$ cat src/rtl/obsi_pkg.sv
// Package: shared types, constants and codes for the order book sweep impact block.
package obsi_pkg;

    localparam int BookLevelsDefault = 64;

    typedef enum logic [1:0] {
        OP_CLEAR   = 2'd0,
        OP_ASK     = 2'd1,
        OP_BID     = 2'd2,
        OP_QUERY   = 2'd3
    } opcode_t;

    typedef enum logic [1:0] {
        ST_OK      = 2'd0,
        ST_SHORT   = 2'd1,
        ST_EMPTY   = 2'd2,
        ST_FULL    = 2'd3
    } status_t;

    // queue entry from front to back
    typedef struct packed {
        opcode_t     op;
        logic [23:0] price;
        logic [23:0] quantity;
        logic        is_buy;
    } cmd_t;

endpackage

$ cat src/rtl/obsi_front.sv
// Front part: accept input words and place them in a two-entry queue.
module obsi_front (
    input  logic            clk,
    input  logic            rst_n,
    input  logic            in_valid,
    output logic            in_stall,
    input  obsi_pkg::cmd_t  in_cmd,
    output logic            q_valid,
    input  logic            q_take,
    output obsi_pkg::cmd_t  q_cmd
);

    obsi_pkg::cmd_t slot_reg [2];
    logic [1:0]     cnt_reg;
    logic           rd_reg;
    logic           wr_reg;
    logic           push;
    logic           pop;

    assign in_stall = (cnt_reg == 2'd2);
    assign push     = in_valid && !in_stall;
    assign q_valid  = (cnt_reg != 2'd0);
    assign pop      = q_valid && q_take;
    assign q_cmd    = slot_reg[rd_reg];

    always_ff @(posedge clk)
    begin
        if (push)
        begin
            slot_reg[wr_reg] <= in_cmd;
        end
    end

    always_ff @(posedge clk or negedge rst_n)
    begin
        if (!rst_n)
        begin
            cnt_reg <= 2'd0;
            rd_reg  <= 1'b0;
            wr_reg  <= 1'b0;
        end
        else
        begin
            if (push)
            begin
                wr_reg <= ~wr_reg;
            end
            if (pop)
            begin
                rd_reg <= ~rd_reg;
            end
            cnt_reg <= cnt_reg + {1'b0, push} - {1'b0, pop};
        end
    end

endmodule

$ cat config.mk
export PLATFORM = sky130hd
export DESIGN_NAME = obsi_front
export DESIGN_NICKNAME = d
export VERILOG_FILES = /design/src/rtl/obsi_pkg.sv /design/src/rtl/obsi_front.sv
export SDC_FILE = /design/constraint.sdc
export NUM_CORES = 1
export LEC_CHECK = 0
export BUFFER_PORTS_ARGS = -buffer_cell sky130_fd_sc_hd__buf_2
export CELL_PAD_IN_SITES_DETAIL_PLACEMENT = 1
export CELL_PAD_IN_SITES_GLOBAL_PLACEMENT = 1
export CORE_UTILIZATION = 48
export CTS_CLUSTER_SIZE = 14
export DETAILED_ROUTE_END_ITERATION = 7
export GPL_ROUTABILITY_DRIVEN = 0
export PLACE_DENSITY = 0.88
export SETUP_SLACK_MARGIN = 0.05
export SLEW_MARGIN = 0
export SYNTH_ARGS = -nofsm -noshare
export SYNTH_HDL_FRONTEND = slang
export SYNTH_SLANG_ARGS = --single-unit
$ cat constraint.sdc
create_clock -name clk -period 8.99 [get_ports clk]
set_input_delay 2.2475 -clock clk [delete_from_list [all_inputs] [get_ports clk]]
set_output_delay 2.2475 -clock clk [all_outputs]
set_load 0.02 [all_outputs]
# After elaboration in Yosys (flattened, before gate mapping)
# Memory sizes are Yosys's and may differ from the RTL's.
# Index checks and enable logic that the tools add are counted.
classes:
  n_addsub: 2
  eq_ne: 1
  muxes: 2
  bitwise_logic: 2
  n_reduce_logical: 4
ops:
  columns: ["cell", "count"]
  rows:
  - ["adder 2 x 1 -> 2 bit", 1]
  - ["equality test 2 bit, second input constant", 1]
  - ["logical AND 1 bit", 2]
  - ["two-way mux 1 bit", 2]
  - ["inverter 1 bit", 2]
  - ["nonzero test 2 bit", 1]
  - ["subtractor 2 x 1 -> 2 bit", 1]
  - ["zero test 1 bit", 1]
totals:
  reg_bits: 4
  ram_bits: 102
  input_bits: 55
  output_inout_bits: 53
  wordCells: 15
  memories: 1
memory_table:
  columns: ["memory", "depth", "width", "read_ports", "rd_ports_with_merged_regs", "write_ports", "line", "rtl"]
  rows:
  - ["slot_reg", 2, 51, 1, 0, 1, "obsi_front.sv:13", "obsi_pkg::cmd_t slot_reg [2];"]

# Depth between registers and ports, before layout
logic_depth:
  depth_word: 5
  mapped_depth: 7
  mapped_depth_nobuf: 7

# Worst setup path after synthesis
# OpenSTA, ideal clock, no wires.
synth_path:
  kind: "in2reg"
  startpoint: "input port in_valid"
  endpoint: "memory slot_reg[0][0] (netlist name), enable pin"
  setup_ns: 0.460
  t_arrival_ns: 4.480
  t_required_ns: 8.530
  slack_ns: 4.050
  cell_stages: 2
  n_path_buf: 0
  cell_sequence: "nand2_1 -> nor2_1"
synth_via:
  elab_chain_cells: 3
synth_lines:
  columns: ["element", "line", "rtl"]
  rows:
  - ["from (decl)", "obsi_front.sv:5", "input logic in_valid,"]
  - ["logical AND 1 bit", "obsi_front.sv:21", "assign push = in_valid && !in_stall;"]
  - ["two-way mux 1 bit", "obsi_front.sv:28", "if (push)"]
  - ["two-way mux 1 bit (not written as such)", "obsi_front.sv:30", "slot_reg[wr_reg] <= in_cmd;"]
  - ["to (decl)", "obsi_front.sv:13", null]
# Every way passes these cells.

==> results.ini <==
[run_status]
outcome=complete, no violations

[clock_tree]
post_cts_buffers=0
ctsResizeCount=0
h_tree_depth=3
clk_root_buffer_cell=clkbuf_8
tritoncts=built
cts_buffers=9
ctsLongestPathBuffers=2
clkSlewWorstSetupHoldPaths_ps=90
clkLatencyLatePin_ps=350
hold_buffers=0
clock_sink_count=106

[finish]
drive_gt1_share_pct=60.2
nets=347
mostFrequentLayoutCells=buf_2 (107), edfxtp_1 (102), mux2_4 (49)
antenna_cells_inserted=0
largest_register_ffs=102
layout_commonest_cell=buf_2
final.fill_count=751
syn_to_final_growth_pct=20.2

[floorplanning]
floorplan.core_area_um2=8220
placement_rows=33
initial_core_util_pct=49.8
die_height_um=94.3
die-area_um2=8900
die_x_um=94.3
floorplan.io_pins=108

[timing]
post_layout_worst_setup_margin_ps=4710
layout_worst_path_cycle_share_pct=47.6
max_slew.worst_pin.slew_ps=1190
max_freq_mhz=234
timing.clock.skew_ps=6.63
final.min_clock_period_ps=4280
setup_total_negative_slack_ps=0
timing_max_transition_violations_final=0
timing.max_slew.rel_slack_pct=20.6
timing_hold_violations_final=0
timing.final.setup_violations=0
setup_repair_after_global_routing_missed_its_margin=false

[drt]
vias=1961
vias_per_inst=4.91
drt_iter0_drc=44
avgRoutedWirePerCell_um=17.0
drt.antenna.violating_nets=0
totalWireLength_um=6780
first_pass_iters=3
drc_violation_count_after_routing=0

[power]
worst_voltage_drop_across_the_vdd_grid_uv=268
power_leakage_uw=0.00199
power.density_cell_area_nw_per_um2=332
post-layout-total-power_uw=1630

[yosys]
synth_compound_gate_area_share_pct=0
post_synth.cell_area_avg_um2=23.1
synth_xor_area_share_pct=0.856
yosys_warnings=0
synth.top_cell.area_share_pct=74.9
share_of_the_yosys_chip_area_belonging_to_registers_pct=77.3
netlist_area_um2=4090
yosys.area_share.simple_pct=0.856
distinct_cell_type_count_of_the_synthesized_netlist=15
synth-seq-cells=106
synth_top_family_by_area=multiplexers
synthMuxAreaShare_pct=18.5
yosys-top-cells-area=edfxtp_1 (75%), mux2_4 (18%), dfrtp_1 (2.4%), buf_6 (1.7%), xnor2_1 (0.64%)
synthAdderAreaFrac_pct=0.612
postSynthNetCount=234
synth.largest_area_cell=edfxtp_1
synthCells=177

[place]
detailed_place_hpwl_um=4560
numPortBuffers=107
post-place-ws_ps=5090

[worst_hold_path]
worstHoldPathType=reg -> reg

[global_route]
maximum_number_of_pins_on_one_net_before_global_route_repair=53
grt_pass1_vias=2052
first_pass_grt_wire_length_um=10100
overall_track_demand_over_capacity_in_global_routing_pct=15.8
globalRoute.totalOverflow=0
grt_antenna_before_repair=0

[critical_path]
slowest_cell_on_crit_path=dfrtp_4
worst-path-max-fanout=52
worstSetupPathType=reg -> out
ordered_cell_list_for_the_critical_path=mux2_2 > buf_2
setup.worst_path.start_class=flop
worstPathArrival_ps=2030
cp_slowest_stage_delay_ps=1070
critPathRequiredTime_ps=6740
endpoint_kind=output pin

[flow_run]
drv.max_cap_violation_count=0

worst paths after layout:
path,start,to,slack (ps),cells after the start
setup / recovery,rd_reg$_DFFE_PN0P_,q_cmd[0],4710,2
hold / removal,wr_reg$_DFFE_PN0N_,wr_reg$_DFFE_PN0N_,560,1
setup reg to reg,cnt_reg[1]$_DFF_PN0_,slot_reg[1][28]$_DFFE_PP_,7030,2
hold reg to reg,wr_reg$_DFFE_PN0N_,wr_reg$_DFFE_PN0N_,560,1
max in group asynchronous,rst_n,rd_reg$_DFFE_PN0P_,7170,1
min in group asynchronous,rst_n,rd_reg$_DFFE_PN0P_,1690,1
power by group:
part / internal [uW] / switching (uW)
clock: 154 / 144
sequential: 679 / 97.3
combinational: 276 / 285
kinds of logic (layout without fill, tap and decap cells):
group,Yosys count,count (layout)
xor gates and xnor gates,4,4
adders and majority gates,2,2
buffers and inverters,8,125
DFF,106,106
muxes,51,51
and+or+nand+nor,6,6
critical path: cells and delay by family, from the launching register on:
family	cells	cell delay [ps]
DFF	1	1070
muxes	1	410
buffers and inverters	1	160
cell usage after synthesis (all sizes together):
cell	count
and2	1
and3	1
buf	6
dfrtp	4
edfxtp	102
ha	2
inv	2
mux2	51
nand2	1
nand2b	1
nor2	1
or2	1
xnor2	3
xor2	1
final cells by class:
type                       count  area, um^2  area share [%]
clock inverter                 6        82.6            1.68
clock buffer                   9         124            2.52
tap                          105         131            2.67
timing repair buffer         108         543            11.0
inverter                       2        7.51           0.153
sequential                   106        3170            64.4
multi-input combinational     63         862            17.5
through the flow:
stage	cell area [um^2]	std cells	hold WS, ps	utilization, %
3_5_place_dp	4710	384	545	57.3
4_1_cts	4920	399	561	59.8
2_1_floorplan	4090	177	460	-
6_report	4920	399	565	59.8
3_3_place_gp	4710	384	499	57.3
5_1_grt	4920	399	604	59.8
routing by layer:
metal	vias up	share of wire [%]	track usage [%]	wire, um
met5	-	0	0	0
met4	0	1.1	6.54	74
met3	7	4.3	3.40	291
met2	59	56	29.5	3810
met1	980	38	17.3	2610
li1	915	-	-	-
No activity file was read; power rests on OpenSTA's default activity.
